===== config.mk =====
export PLATFORM = sky130hd
export DESIGN_NAME = iso_datetime_field_parser
export DESIGN_NICKNAME = d
export VERILOG_FILES = /design/src/sv/idtp_pkg.sv /design/src/sv/idtp_scan.sv /design/src/sv/idtp_out_reg.sv /design/src/sv/iso_datetime_field_parser.sv
export VERILOG_INCLUDE_DIRS = /design/src /design/src/sv
export SDC_FILE = /design/constraint.sdc
export NUM_CORES = 1
export LEC_CHECK = 0
export BUFFER_PORTS_ARGS = -buffer_cell sky130_fd_sc_hd__clkbuf_2
export CAP_MARGIN = 25
export CORE_AREA = 5 5 256 258
export DETAILED_ROUTE_END_ITERATION = 8
export DIE_AREA = 0 0 261 263
export GPL_TIMING_DRIVEN = 0
export PLACE_DENSITY = 0.62
export SLEW_MARGIN = 10
export SYNTH_ARGS = -nofsm -noshare
export SYNTH_HDL_FRONTEND = slang
export SYNTH_SLANG_ARGS = --single-unit

===== constraint.sdc =====
create_clock -name clk -period 12.8 [get_ports clk]
set_clock_uncertainty 0.05 [all_clocks]
set_input_delay 0 -clock clk [delete_from_list [all_inputs] [get_ports clk]]
set_output_delay 0 -clock clk [all_outputs]
set_load 0.01 [all_outputs]

===== src/sv/iso_datetime_field_parser_assert.svh =====
// ----------------------------------------------------------------------------
// iso date-time field parser assertion macros
// shared property forms for the parser modules, clocked on clk, off in reset
// ----------------------------------------------------------------------------
`ifndef ISO_DATETIME_FIELD_PARSER_ASSERT_SVH
`define ISO_DATETIME_FIELD_PARSER_ASSERT_SVH

// same-cycle implication
`define IDTP_CHECK(lbl, ante, cons, msg) \
    lbl: assert property (@(posedge clk) disable iff (!rst_n) (ante) |-> (cons)) \
        else $error(msg);

// next-cycle implication
`define IDTP_CHECK_NEXT(lbl, ante, cons, msg) \
    lbl: assert property (@(posedge clk) disable iff (!rst_n) (ante) |=> (cons)) \
        else $error(msg);

`endif


===== src/sv/idtp_pkg.sv =====
// ----------------------------------------------------------------------------
// idtp_pkg
// types, character codes and per-character helpers of the date-time parser
// ----------------------------------------------------------------------------
package idtp_pkg;

    localparam int FIELD_W        = 32;
    localparam int NFIELDS        = 6;
    localparam int PREFIX_MAX_DEF = 16;

    localparam logic [7:0] CH_NUL   = 8'h00;
    localparam logic [7:0] CH_TAB   = 8'h09;
    localparam logic [7:0] CH_CR    = 8'h0D;
    localparam logic [7:0] CH_SPACE = 8'h20;
    localparam logic [7:0] CH_PLUS  = 8'h2B;
    localparam logic [7:0] CH_MINUS = 8'h2D;
    localparam logic [7:0] CH_ZERO  = 8'h30;
    localparam logic [7:0] CH_NINE  = 8'h39;
    localparam logic [7:0] CH_COLON = 8'h3A;
    localparam logic [7:0] CH_T     = 8'h54;

    localparam logic [FIELD_W-1:0] MAG_LIMIT = 32'h8000_0000;
    localparam logic [FIELD_W-1:0] POS_MAX   = 32'h7FFF_FFFF;
    localparam logic [FIELD_W-1:0] MONTH_MAX = 32'd12;
    localparam logic [FIELD_W-1:0] DAY_MAX   = 32'd31;
    localparam logic [FIELD_W-1:0] DIG_RADIX = 32'd10;

    typedef enum logic [2:0] {
        PH_YEAR,
        PH_MONTH,
        PH_DAY,
        PH_HOUR,
        PH_MINUTE,
        PH_SECOND,
        PH_DONE
    } phase_t;

    // class of the first held prefix character
    typedef enum logic [1:0] {
        CLS_SPACE,
        CLS_MINUS,
        CLS_OTHER
    } cls_t;

    typedef struct packed {
        logic signed [FIELD_W-1:0] year;
        logic signed [FIELD_W-1:0] month;
        logic signed [FIELD_W-1:0] day;
        logic signed [FIELD_W-1:0] hour;
        logic signed [FIELD_W-1:0] minute;
        logic signed [FIELD_W-1:0] second;
        logic                      date_ok;
    } res_t;

    function automatic logic is_ws(logic [7:0] c);
        return (c == CH_SPACE) || (c >= CH_TAB && c <= CH_CR);
    endfunction

    function automatic logic is_sign(logic [7:0] c);
        return (c == CH_PLUS) || (c == CH_MINUS);
    endfunction

    function automatic logic is_digit(logic [7:0] c);
        return (c >= CH_ZERO) && (c <= CH_NINE);
    endfunction

    function automatic cls_t char_cls(logic [7:0] c);
        cls_t k;
        priority if (c == CH_SPACE) k = CLS_SPACE;
        else if (c == CH_MINUS)     k = CLS_MINUS;
        else                        k = CLS_OTHER;
        return k;
    endfunction

    // separator test after a field
    function automatic phase_t sep_next(phase_t f, logic [7:0] c);
        phase_t p;
        priority if (f <= PH_MONTH && c == CH_MINUS)
            p = phase_t'(f + 3'd1);
        else if (f <= PH_DAY && (c == CH_T || c == CH_SPACE))
            p = PH_HOUR;
        else if ((f == PH_HOUR || f == PH_MINUTE) && c == CH_COLON)
            p = phase_t'(f + 3'd1);
        else
            p = PH_DONE;
        return p;
    endfunction

    // separator test on the first held prefix character
    function automatic phase_t first_next(phase_t f, cls_t k);
        phase_t p;
        priority if (k == CLS_SPACE && f <= PH_DAY)
            p = PH_HOUR;
        else if (k == CLS_MINUS && f <= PH_MONTH)
            p = phase_t'(f + 3'd1);
        else
            p = PH_DONE;
        return p;
    endfunction

    // acc * 10 + digit, clamped at 2^31
    function automatic logic [FIELD_W-1:0] sat_mac(logic [FIELD_W-1:0] acc, logic [7:0] c);
        logic [FIELD_W+3:0] t;
        t = (FIELD_W+4)'({acc, 3'b000}) + (FIELD_W+4)'({acc, 1'b0})
          + (FIELD_W+4)'(c - CH_ZERO);
        return (t > (FIELD_W+4)'(MAG_LIMIT)) ? MAG_LIMIT : t[FIELD_W-1:0];
    endfunction

    function automatic logic [FIELD_W-1:0] field_value(logic [FIELD_W-1:0] acc, logic neg);
        logic [FIELD_W-1:0] v;
        if (neg)
            v = '0 - acc;
        else
            v = acc[FIELD_W-1] ? POS_MAX : acc;
        return v;
    endfunction

endpackage


===== src/sv/idtp_scan.sv =====
// ----------------------------------------------------------------------------
// idtp_scan
// per-character field scanner: parse state, field store and end-of-string result
// ----------------------------------------------------------------------------
`include "iso_datetime_field_parser_assert.svh"

module idtp_scan #(
    parameter int PREFIX_MAX = idtp_pkg::PREFIX_MAX_DEF
) (
    input  logic              clk,
    input  logic              rst_n,
    input  logic              step,
    input  logic [7:0]        ch,
    output logic              res_vld,
    output idtp_pkg::res_t    res
);

    localparam int              PW       = $clog2(PREFIX_MAX + 1);
    localparam logic [PW-1:0]   PCNT_MAX = PW'(PREFIX_MAX);
    localparam int              IW       = $clog2(idtp_pkg::NFIELDS);

    // the held prefix is whitespace then at most one sign; only its count,
    // the class of its first character and whether the sign was kept matter
    typedef struct packed {
        idtp_pkg::phase_t           phase;
        logic [idtp_pkg::FIELD_W-1:0] accum;
        logic                       neg;
        logic                       digits;
        logic                       sign;
        logic                       kept;
        idtp_pkg::cls_t             cls;
        logic [PW-1:0]              pcnt;
    } st_t;

    function automatic st_t fresh(idtp_pkg::phase_t p);
        st_t s;
        s.phase  = p;
        s.accum  = '0;
        s.neg    = 1'b0;
        s.digits = 1'b0;
        s.sign   = 1'b0;
        s.kept   = 1'b0;
        s.cls    = idtp_pkg::CLS_SPACE;
        s.pcnt   = '0;
        return s;
    endfunction

    st_t                          st_reg;
    st_t                          st_next;
    logic [idtp_pkg::FIELD_W-1:0] field_reg [idtp_pkg::NFIELDS];
    logic [idtp_pkg::FIELD_W-1:0] fin_val;
    logic [idtp_pkg::FIELD_W-1:0] fin_fields [idtp_pkg::NFIELDS];
    logic                         wr_en;
    logic                         ch_ws;
    logic                         ch_sign;
    logic                         ch_digit;
    logic                         room;
    idtp_pkg::cls_t               ch_cls;
    idtp_pkg::phase_t             hop;

    assign ch_ws    = idtp_pkg::is_ws(ch);
    assign ch_sign  = idtp_pkg::is_sign(ch);
    assign ch_digit = idtp_pkg::is_digit(ch);
    assign ch_cls   = idtp_pkg::char_cls(ch);
    assign room     = st_reg.pcnt < PCNT_MAX;
    assign fin_val  = idtp_pkg::field_value(st_reg.accum, st_reg.neg);
    assign hop      = idtp_pkg::first_next(st_reg.phase, st_reg.cls);

    always_comb
    begin
        st_next = st_reg;
        wr_en   = 1'b0;
        res_vld = 1'b0;
        if (step)
        begin
            if (ch == idtp_pkg::CH_NUL)
            begin
                res_vld = 1'b1;
                st_next = fresh(idtp_pkg::PH_YEAR);
            end
            else if (st_reg.phase != idtp_pkg::PH_DONE)
            begin
                if (!st_reg.digits && !st_reg.sign && ch_ws)
                begin
                    if (room)
                    begin
                        st_next.pcnt = st_reg.pcnt + 1'b1;
                        if (st_reg.pcnt == '0)
                            st_next.cls = ch_cls;
                    end
                end
                else if (!st_reg.digits && !st_reg.sign && ch_sign)
                begin
                    st_next.sign = 1'b1;
                    st_next.neg  = (ch == idtp_pkg::CH_MINUS);
                    if (room)
                    begin
                        st_next.pcnt = st_reg.pcnt + 1'b1;
                        st_next.kept = 1'b1;
                        if (st_reg.pcnt == '0)
                            st_next.cls = ch_cls;
                    end
                end
                else if (ch_digit)
                begin
                    st_next.accum  = idtp_pkg::sat_mac(st_reg.accum, ch);
                    st_next.digits = 1'b1;
                end
                else if (st_reg.digits)
                begin
                    // field ends: store it, test the separator
                    wr_en   = 1'b1;
                    st_next = fresh(idtp_pkg::sep_next(st_reg.phase, ch));
                end
                else if (st_reg.pcnt == '0)
                begin
                    st_next = fresh(idtp_pkg::sep_next(st_reg.phase, ch));
                end
                else if (hop == idtp_pkg::PH_DONE)
                begin
                    st_next.phase = idtp_pkg::PH_DONE;
                end
                else if (st_reg.cls == idtp_pkg::CLS_MINUS)
                begin
                    // lone minus opened the next field, then this character
                    st_next = fresh(hop);
                    if (ch_ws || ch_sign)
                    begin
                        st_next.pcnt = PW'(1);
                        st_next.cls  = ch_cls;
                        st_next.sign = ch_sign;
                        st_next.kept = ch_sign;
                        st_next.neg  = (ch == idtp_pkg::CH_MINUS);
                    end
                    else
                    begin
                        st_next = fresh(idtp_pkg::sep_next(hop, ch));
                    end
                end
                else
                begin
                    // leading space opened the hour, rest of prefix carried
                    if (!st_reg.kept && (ch_ws || ch_sign))
                    begin
                        st_next       = fresh(hop);
                        st_next.pcnt  = st_reg.pcnt;
                        st_next.cls   = st_reg.cls;
                        st_next.sign  = ch_sign;
                        st_next.kept  = ch_sign;
                        st_next.neg   = (ch == idtp_pkg::CH_MINUS);
                    end
                    else if (st_reg.pcnt == PW'(1))
                    begin
                        st_next = fresh(idtp_pkg::sep_next(hop, ch));
                    end
                    else
                    begin
                        st_next.phase = idtp_pkg::PH_DONE;
                    end
                end
            end
        end
    end

    always_ff @(posedge clk or negedge rst_n)
    begin
        if (!rst_n)
        begin
            st_reg <= fresh(idtp_pkg::PH_YEAR);
            for (int i = 0; i < idtp_pkg::NFIELDS; i++)
                field_reg[i] <= '0;
        end
        else
        begin
            st_reg <= st_next;
            if (res_vld)
            begin
                for (int i = 0; i < idtp_pkg::NFIELDS; i++)
                    field_reg[i] <= '0;
            end
            else if (wr_en)
            begin
                field_reg[IW'(st_reg.phase)] <= fin_val;
            end
        end
    end

    // the field still being read is folded in at end of string
    always_comb
    begin
        for (int i = 0; i < idtp_pkg::NFIELDS; i++)
            fin_fields[i] = (st_reg.digits && st_reg.phase == idtp_pkg::phase_t'(3'(i)))
                          ? fin_val : field_reg[i];
    end

    always_comb
    begin
        res.year    = fin_fields[0];
        res.month   = fin_fields[1];
        res.day     = fin_fields[2];
        res.hour    = fin_fields[3];
        res.minute  = fin_fields[4];
        res.second  = fin_fields[5];
        res.date_ok = (fin_fields[1] >= 32'd1) && (fin_fields[1] <= idtp_pkg::MONTH_MAX)
                   && (fin_fields[2] >= 32'd1) && (fin_fields[2] <= idtp_pkg::DAY_MAX);
    end

    `IDTP_CHECK_NEXT(a_restart, res_vld, st_reg.phase == idtp_pkg::PH_YEAR && st_reg.pcnt == '0, "scan state not restarted after end of string")
    `IDTP_CHECK(a_kept_sign, st_reg.kept, st_reg.sign && st_reg.pcnt != '0, "kept sign without sign or prefix")
    `IDTP_CHECK(a_pcnt_cap, st_reg.pcnt != '0, st_reg.pcnt <= PCNT_MAX, "prefix count past its cap")

endmodule


===== src/sv/idtp_out_reg.sv =====
// ----------------------------------------------------------------------------
// idtp_out_reg
// result register holding one finished string until its transfer
// ----------------------------------------------------------------------------
module idtp_out_reg (
    input  logic              clk,
    input  logic              rst_n,
    input  logic              load,
    input  idtp_pkg::res_t    res,
    input  logic              take,
    output logic              full,
    output logic              space,
    output idtp_pkg::res_t    data
);

    logic           vld_reg;
    logic           vld_next;
    idtp_pkg::res_t data_reg;

    assign space    = !vld_reg || take;
    assign vld_next = load || (vld_reg && !take);

    always_ff @(posedge clk or negedge rst_n)
    begin
        if (!rst_n)
            vld_reg <= 1'b0;
        else
            vld_reg <= vld_next;
    end

    always_ff @(posedge clk)
    begin
        if (load)
            data_reg <= res;
    end

    assign full = vld_reg;
    assign data = data_reg;

endmodule


===== src/sv/iso_datetime_field_parser.sv =====
// ----------------------------------------------------------------------------
// iso_datetime_field_parser
// streaming date-time string parser: year-month-day, then hour:minute:second
// ----------------------------------------------------------------------------
//
//   channel   signals                              carries
//   -------   ----------------------------------   ---------------------------
//   char      char_valid / char_ready, ch          one character, zero ends it
//   result    result_valid / result_ready, year,   six fields and date check,
//             month, day, hour, minute, second,    one per string
//             date_ok
//
// one character is taken every cycle while char_ready is high; the scanner
// retires the character held in the input register each cycle unless stalled;
// a zero ends a string: input register, then scanner into result register
// reset clears the scan state, the field store and both valid flags
// char_ready drops only while a zero character sits in the input register and
// the result register still holds an earlier result that is not taken
// ----------------------------------------------------------------------------
`include "iso_datetime_field_parser_assert.svh"

module iso_datetime_field_parser #(
    parameter int PREFIX_MAX = idtp_pkg::PREFIX_MAX_DEF
) (
    input  logic               clk,
    input  logic               rst_n,
    input  logic               char_valid,
    output logic               char_ready,
    input  logic [7:0]         ch,
    output logic               result_valid,
    input  logic               result_ready,
    output logic signed [31:0] year,
    output logic signed [31:0] month,
    output logic signed [31:0] day,
    output logic signed [31:0] hour,
    output logic signed [31:0] minute,
    output logic signed [31:0] second,
    output logic               date_ok
);

    // input register
    logic           in_vld_reg;
    logic           in_vld_next;
    logic [7:0]     ch_reg;

    // scanner and result register hookup
    logic           adv;
    logic           res_vld;
    logic           out_space;
    logic           out_full;
    idtp_pkg::res_t res;
    idtp_pkg::res_t out_data;

    // a held character moves on unless it ends a string that has nowhere to go
    assign adv        = in_vld_reg && ((ch_reg != idtp_pkg::CH_NUL) || out_space);
    assign char_ready = !in_vld_reg || adv;
    assign in_vld_next = char_ready ? char_valid : in_vld_reg;

    always_ff @(posedge clk or negedge rst_n)
    begin
        if (!rst_n)
            in_vld_reg <= 1'b0;
        else
            in_vld_reg <= in_vld_next;
    end

    // payload loads on each char transfer
    always_ff @(posedge clk)
    begin
        if (char_valid && char_ready)
            ch_reg <= ch;
    end

    idtp_scan #(
        .PREFIX_MAX (PREFIX_MAX)
    ) u_scan (
        .clk     (clk),
        .rst_n   (rst_n),
        .step    (adv),
        .ch      (ch_reg),
        .res_vld (res_vld),
        .res     (res)
    );

    idtp_out_reg u_out (
        .clk   (clk),
        .rst_n (rst_n),
        .load  (res_vld),
        .res   (res),
        .take  (result_ready),
        .full  (out_full),
        .space (out_space),
        .data  (out_data)
    );

    assign result_valid = out_full;
    assign year         = out_data.year;
    assign month        = out_data.month;
    assign day          = out_data.day;
    assign hour         = out_data.hour;
    assign minute       = out_data.minute;
    assign second       = out_data.second;
    assign date_ok      = out_data.date_ok;

    `IDTP_CHECK(a_load_has_room, res_vld, !out_full || result_ready, "result loaded over an untaken result")
    `IDTP_CHECK(a_stall_cause, !char_ready, in_vld_reg && ch_reg == idtp_pkg::CH_NUL && out_full && !result_ready, "char channel stalled without a blocked end of string")
    `IDTP_CHECK_NEXT(a_held_char, in_vld_reg && !adv, in_vld_reg && $stable(ch_reg), "held character lost while stalled")

endmodule

# Word level (Yosys, flattened, before mapping)
# Index checks and enable logic that the tools add are counted.
# classes
order_cmp	16
eq_ne	27
n_reduce_logical	59
n_addsub	7
n_bitwise	1
mux	60
# op_table
operator	n
192-bit 2-to-1 mux	2
32-bit 2-to-1 mux	10
46-bit 2-to-1 mux	6
192-bit bitwise mux	1
32-bit demux with 3-bit select	1
43-bit 2-to-1 mux	2
35-bit 2-to-1 mux	2
32-bit by 1-bit greater-or-equal comparator with 1-bit output, second input constant	2
39-bit 2-to-1 mux	1
35-bit by 33-bit adder with 36-bit output	1
36-bit adder	1
36-bit by 32-bit greater-than comparator with 1-bit output, second input constant	1
3-bit 2-to-1 mux	11
8-bit by 6-bit == test with 1-bit output, second input constant	4
32-bit by 4-bit less-or-equal comparator with 1-bit output, second input constant	1
32-bit by 5-bit less-or-equal comparator with 1-bit output, second input constant	1
1-bit by 32-bit subtractor with 32-bit output, first input constant	1
31-bit 2-to-1 mux	1
1-bit logical AND	27
9-bit 2-to-1 mux	3
7-bit nonzero test	3
1-bit 2-to-1 mux	14
7-bit 2-to-1 mux	2
3-bit == test, second input constant	4
other kinds (41)	68
# totals
regBits	441
in_bits	12
output_inout_bits	195
wordCells	194

# Longest topological paths before layout
# Gate-level depths: netlist (run 1).
# logic_depth
ltp_word	21
ltp_mapped	16
mapped_depth_nobuf	15

# Cells and area by module
# A second synthesis (run 1) with hierarchy kept.
# unflattened
hier_cells	2187
area_unflattened_um2	21767.1
# by_module_without_submodules
module	area_each_um2	instances	seq_area_each_um2	cells_each
idtp_scan	15588.7	1	5955.7	1972
idtp_out_reg	5843.1	1	5820.6	196
iso_datetime_field_parser	335.3	1	265.3	19

# Worst setup path before layout (run 1)
# Ideal clock, no wire load.
# synth_timing
path_kind	register to register
start	register ch_reg[1]
end	register u_scan.st_reg[33] (netlist bit)
required_ns	12.655
synth_period_minus_slack_ns	8.854
path_stages_with_launch	13
path_slack_ns	3.946
t_arrival_ns	8.708
path_buffers	3
setup_ns	0.095
path_cell_list	edfxtp_1 -> or3_1 -> nor4_1 -> and2_1 -> clkbuf_1 -> and3_1 -> clkbuf_1 -> a41o_1 -> inv_1 -> nor3_1 -> nand4_1 -> clkbuf_1 -> o31ai_1
# synth_between
elab_chain_len	15
word_cells_on_any_way	39
cone_classes	add/sub: 2; order compare: 5; eq/ne: 6; mux: 11; reduce/logical: 15
# synth_rtl
item	line	source
start, declared	iso_datetime_field_parser.sv:44	logic [7:0] ch_reg;
start signal, assigned	iso_datetime_field_parser.sv:71	ch_reg <= ch;
parallel branches: the longest is 15 deep, another holds 36-bit adder	n/a	
end signal, assigned	idtp_scan.sv:169	st_reg <= fresh(idtp_pkg::PH_YEAR);
end signal, assigned	idtp_scan.sv:175	st_reg <= st_next;
end, declared	idtp_scan.sv:48	st_t st_reg;
# Several ways; the timed one is not identified. The select of a mux whose other input is x is not followed.
# A chain may end at the register's enable or synchronous reset.

# Worst setup path after layout (run 1)
# layout_timing
start	register ch_reg[4]
end	register u_scan.st_reg[33] (netlist bit)
# Same word-level chain as after synthesis.

==> results.cfg, run 1 <==
[status]
status = finished clean

[clocking]
cts_inserted_buffers = 46
ctsHtreeMaxLevel = 2
cts_tree = built
clockBufferDepth = 3
clk_pin_slew_ns = 0.06
ctsResizeCount = 0
clkLatencyLatePin_ns = 0.59
root_buffer = clkbuf_16
cts.sinks = 441

[timing]
slew_headroom_pct = 32.1
slew_viol_final = 0
worst_pin_slew_ns = 1.00
fmax_mhz = 149
rsz0062_at_grt = false
finalSetupTns_ns = 0
setup_viol = 0
finalCritPeriodShare_pct = 52.6
period_minus_slack_ns = 6.73
hold_violations = 0

[cells_and_area]
nets = 2585
final_cell_mix = 507 x nand2_1, 436 x o21ai_0, 240 x dfrtp_1
drive_above_1_share_pct = 12.9
diodes = 0
final_common_cell = nand2_1
syn2layout_area_growth_pct = 18.9
fin_cells = 3370
largest_reg_flops = 193

[global_routing]
gr-total-overflow = 0
grt_pass1_vias = 17326
grt_pass1_wl_um = 103000
track_usage_pct = 18.8
antenna_found_initial = 1
grt_max_degree = 104

[detailed_routing]
drc_errors = 0
vias = 18137
via_per_inst = 5.38
wl_per_cell_um = 19.9
drt-total-wl_um = 66900
drt-pass1-iter-count = 6
ant_nets = 0
drtIter0Drc = 1799

[placement]
port_buffers = 206
dp_cells = 3270
routabilityCongestion = 0.900
dp_hpwl_um = 50300

[critical_path]
cp.required_ns = 13.22
crit_type = reg -> reg
cp_cell_sequence = ha_1 -> nor3_2 -> buf_4 -> fa_1 -> ha_1 -> clkbuf_1 -> nand2_1 -> o21ai_0 -> a211oi_1 -> a2111oi_0 -> o311ai_0 -> nand3_1 -> nor4b_1 -> nand4_1 -> clkbuf_1 -> o31ai_1
worstSetupStartpointType = register
crit_fanout = 10
cp_slowest_stage_delay_ns = 0.73
cp_slowest_cell = a2111oi_0
critical_path_arrival_ns = 7.15
critical_path.endpoint_type = register

[synthesis]
synth_seq_cells = 441
avgSynthCellArea_um2 = 9.82
ys_types = 75
netlist_area_um2 = 21700
ys_seq_area_share_pct = 55.5
synthFlopType = dfrtp_1
synthCells = 2211
synthArstFlopShare_pct = 54.4
yosys_warnings = 0
synth_edf_count = 201
syn_nets = 2309

[die]
die-area_um2 = 68600
initial_core_util_pct = 34.6
num_rows = 92
die_w_um = 261
core_um2 = 62700
ios = 207
fp.dieH_um = 263

[power]
p_leak_nw = 10.5
vdd_drop_max_v = 0.000108
power.density_nw_per_um2 = 137

[job]
maxCapViolations = 0

[worst_hold_path]
hold_path_class = in -> reg
==> synthesized netlist by cell type (18+ instances only) <==
master	n	share of area, %
o31ai_1	35	1.2
inv_1	48	0.83
nand3_1	19	0.44
ha_1	55	3.2
xnor2_1	29	1.2
a21oi_1	69	1.6
nor4_1	19	0.55
nor2_1	75	1.3
nand4_1	23	0.66
nand2_1	507	8.8
o22ai_1	18	0.52
fa_1	31	2.9
o21ai_0	436	10
dfrtp_1	240	28
nor3_1	37	0.85
clkbuf_1	143	2.5
edfxtp_1	201	28
==> worst max-delay path: cells and delay by family, from the launching register on <==
kind	cells	cell delay, ns
adder cells (fa/ha/maj)	3	1.07
flip-flops	1	0.48
AO/OA/AOI/OAI	5	1.70
buffers and inverters	3	1.10
AND/OR/NAND/NOR	5	2.21
==> area by class of cell <==
type,instances,area (um^2)
Multi-Input combinational cell,1574,8940
Sequential cell,441,12000
Clock buffer,51,1180
Buffer,147,558
Inverter,49,184
Fill cell,6010,36900
Clock inverter,34,492
Timing Repair Buffer,228,1350
Tap cell,846,1060
==> cell families (layout without fill, tap and decap cells) <==
logic type	Yosys count	in the layout	share of synthesized area, %
and+or+nand+nor	766	766	15.5
muxes	6	6	0.294
adders and majority gates	86	86	6.03
AOI/OAI and AO/OA	676	676	17.7
xor gates and xnor gates	40	40	1.61
buffers and inverters	196	509	3.40
DFF	441	441	55.5
==> path summary, 6_finish.rpt <==
path	startpoint	endpoint	depth (start not counted)	slack, ns
max	ch_reg[4]	u_scan.st_reg[33]	16	6.07
max reg2reg	ch_reg[4]	u_scan.st_reg[33]	16	6.07
min in group asynchronous	rst_n	u_scan.field_reg[69]	4	0.49
max in group asynchronous	rst_n	u_scan.field_reg[59]	5	11.33
min	ch[3]	ch_reg[3]	2	0.10
min reg2reg	u_scan.field_reg[18]	u_scan.field_reg[18]	2	0.43
==> per-stage QoR <==
stage                     hold WS [ns]  util, %  setup WS [ns]  cell area (um^2)  power (mW)
after detailed placement       -0.0261     38.2           6.11             24000        2.06
after floorplan                 -0.346        -           3.95             21700        1.89
after CTS                       0.0806     41.1           6.06             25800        3.55
after global placement           0.132     37.9         0.0250             23800        2.05
final                            0.102     41.1           6.07             25800        3.53
after global routing            0.0982     41.1           5.61             25800        3.67
==> report_power, final <==
group,leakage (nW),switching [mW],total (mW),internal [mW]
combinational,4.43,0.351,0.505,0.154
sequential,5.26,0.0292,1.55,1.52
clock,0.824,0.585,1.48,0.895
total,10.5,0.966,3.53,2.57
==> routing by layer <==
layer / wire [um] / share of wire (%) / vias to the layer above / GRT usage [%]
met2: 31400 / 47 / 775 / 31.1
met3: 5260 / 7.9 / 129 / 3.22
met1: 28200 / 42 / 8798 / 25.6
met4: 2050 / 3.1 / 0 / 5.74
met5: 0 / 0 / - / 0
li1: - / - / 8435 / -
==> timing repair <==
action,CTS,global route
hold endpoints to repair,155,0
hold buffers,14,0
setup endpoints to repair,0,0
setup buffers,0,0
(Power assumes the default switching activity.)
==> run 2: changes to the inputs <==
==> constraint.sdc (replaced) <==
create_clock -name clk -period 6.4 [get_ports clk]
set_clock_uncertainty 0.05 [all_clocks]
set_input_delay 0 -clock clk [delete_from_list [all_inputs] [get_ports clk]]
set_output_delay 0 -clock clk [all_outputs]
set_load 0.01 [all_outputs]
==> results.cfg, run 2 (synthesized netlist as in run 1, its figures left out) <==
[detailed_routing]
wl_per_cell_um = 19.7
drc_errors = 0
drt-total-wl_um = 66600
drtIter0Drc = 1477
ant_nets = 0
via_per_inst = 5.38
drt-pass1-iter-count = 8
vias = 18127

[placement]
routabilityCongestion = 0.917
dp_cells = 3267
placed_cell_area_um2 = 23900
port_buffers = 206
dp_hpwl_um = 49800

[timing]
worst_pin_slew_ns = 1.14
hold_violations = 0
setup_viol = 0
fmax_mhz = 169
finalSetupTns_ns = 0
slew_headroom_pct = 24.0
period_minus_slack_ns = 5.92
slew_viol_final = 0
finalCritPeriodShare_pct = 92.6

[cells_and_area]
final_cell_area_um2 = 25700
diodes = 0
syn2layout_area_growth_pct = 18.5
fin_cells = 3372
regArea_um2 = 12000
final_common_cell = nand2_1
fillers = 5989
drive_above_1_share_pct = 12.9
largest_reg_flops = 193
multi_input_area_um2 = 8960
nets = 2586
final_cell_mix = 507 x nand2_1, 436 x o21ai_0, 240 x dfrtp_1

[global_routing]
grt_pass1_vias = 17303
grt_max_degree = 110
track_usage_pct = 18.8
grt_pass1_wl_um = 103000
gr-total-overflow = 0
antenna_found_initial = 1

[power]
p_leak_nw = 10.5
power.density_nw_per_um2 = 267
vdd_drop_max_v = 0.000190

[critical_path]
cp.required_ns = 6.83
worstSetupStartpointType = register
critical_path.endpoint_type = register
crit_type = reg -> reg
reg2reg_slack_ns = 0.48
critical_path_arrival_ns = 6.36
crit_fanout = 17

[clocking]
cts_inserted_buffers = 46
cts.sinks = 441
clkLatencyLatePin_ns = 0.61
root_buffer = clkbuf_16
clk_pin_slew_ns = 0.05
cts_tree = built
clockBufferDepth = 3
ctsHtreeMaxLevel = 2

[die]
die_w_um = 261
initial_core_util_pct = 34.6
ios = 207
core_um2 = 62700
fp.dieH_um = 263
num_rows = 92
die-area_um2 = 68600

[status]
status = finished clean

[job]
maxCapViolations = 0

[worst_hold_path]
hold_path_class = in -> reg
-- run 2: cell count changes in the layout (fill, tap and decap cells not counted), sizes merged --
cell and delta:
buf +2, bufinv -7, clkinv -6, clkinvlp +3, inv +1, clkbuf +9
-- run 2: path summary, 6_finish.rpt --
check,from,end,depth (start not counted)
max,ch_reg[4],u_scan.st_reg[13],16
min,ch[5],ch_reg[5],2
max reg2reg,ch_reg[4],u_scan.st_reg[13],16
min reg2reg,u_scan.field_reg[19],u_scan.field_reg[19],2
max in group asynchronous,rst_n,u_scan.field_reg[121],5
min in group asynchronous,rst_n,u_scan.field_reg[5],4
-- run 2: timing repair --
action / CTS / global route
setup endpoints to repair: 0 / 27
buffers inserted: 0 / 5
hold buffers: 14 / 0
hold endpoints to repair: 168 / 0
resized for setup: 0 / 1
-- run 2: metal layers --
layer  up-vias  GRT usage (%)  part of all wire, %
li1       8435              -                    -
met1      8859           25.9                   43
met4         0           6.83                  4.0
met3       133           3.01                  6.5
met2       700           30.2                   46
met5         -              0                    0
-- run 2: area by class of cell --
type                       count  area share [%]
buffer                       147            2.19
clock buffer                  61            4.98
clock inverter                25            1.12
inverter                      49           0.715
multi-input combinational   1574            34.8
sequential                   441            46.8
tap                          846            4.12
timing repair buffer         229            5.23
-- run 2: worst max-delay path, cell delays in order (launching register included) --
cell and delay, ns:
edfxtp_1 0.47, ha_1 0.32, nor3_4 0.24, buf_12 0.16
buf_8 0.19, fa_1 0.45, ha_1 0.32, a21oi_1 0.35
o21ai_0 0.16, a211oi_1 0.44, a2111oi_0 0.28, o311ai_0 0.55
a21oi_1 0.17, nor4b_2 0.48, nand4_1 0.47, clkbuf_1 0.40
o31ai_1 0.31
-- run 2: report_power, final --
part / switching, mW / total [mW] / internal, mW
logic: 0.704 / 1.02 / 0.311
clock network: 1.18 / 2.77 / 1.59
registers: 0.0598 / 3.09 / 3.03
-- run 2: per-stage QoR --
step	utilization, %	hold slack [ns]	worst slack [ns]	power [mW]
floorplan	-	-0.346	0.435	3.78
global placement	38.0	0.132	-1.62	4.10
detailed placement	38.2	-0.0765	0.0582	4.13
CTS	40.9	0.0821	0.0273	6.91
global route	41.0	0.101	-0.00179	7.17
finish	41.0	0.0963	0.477	6.88
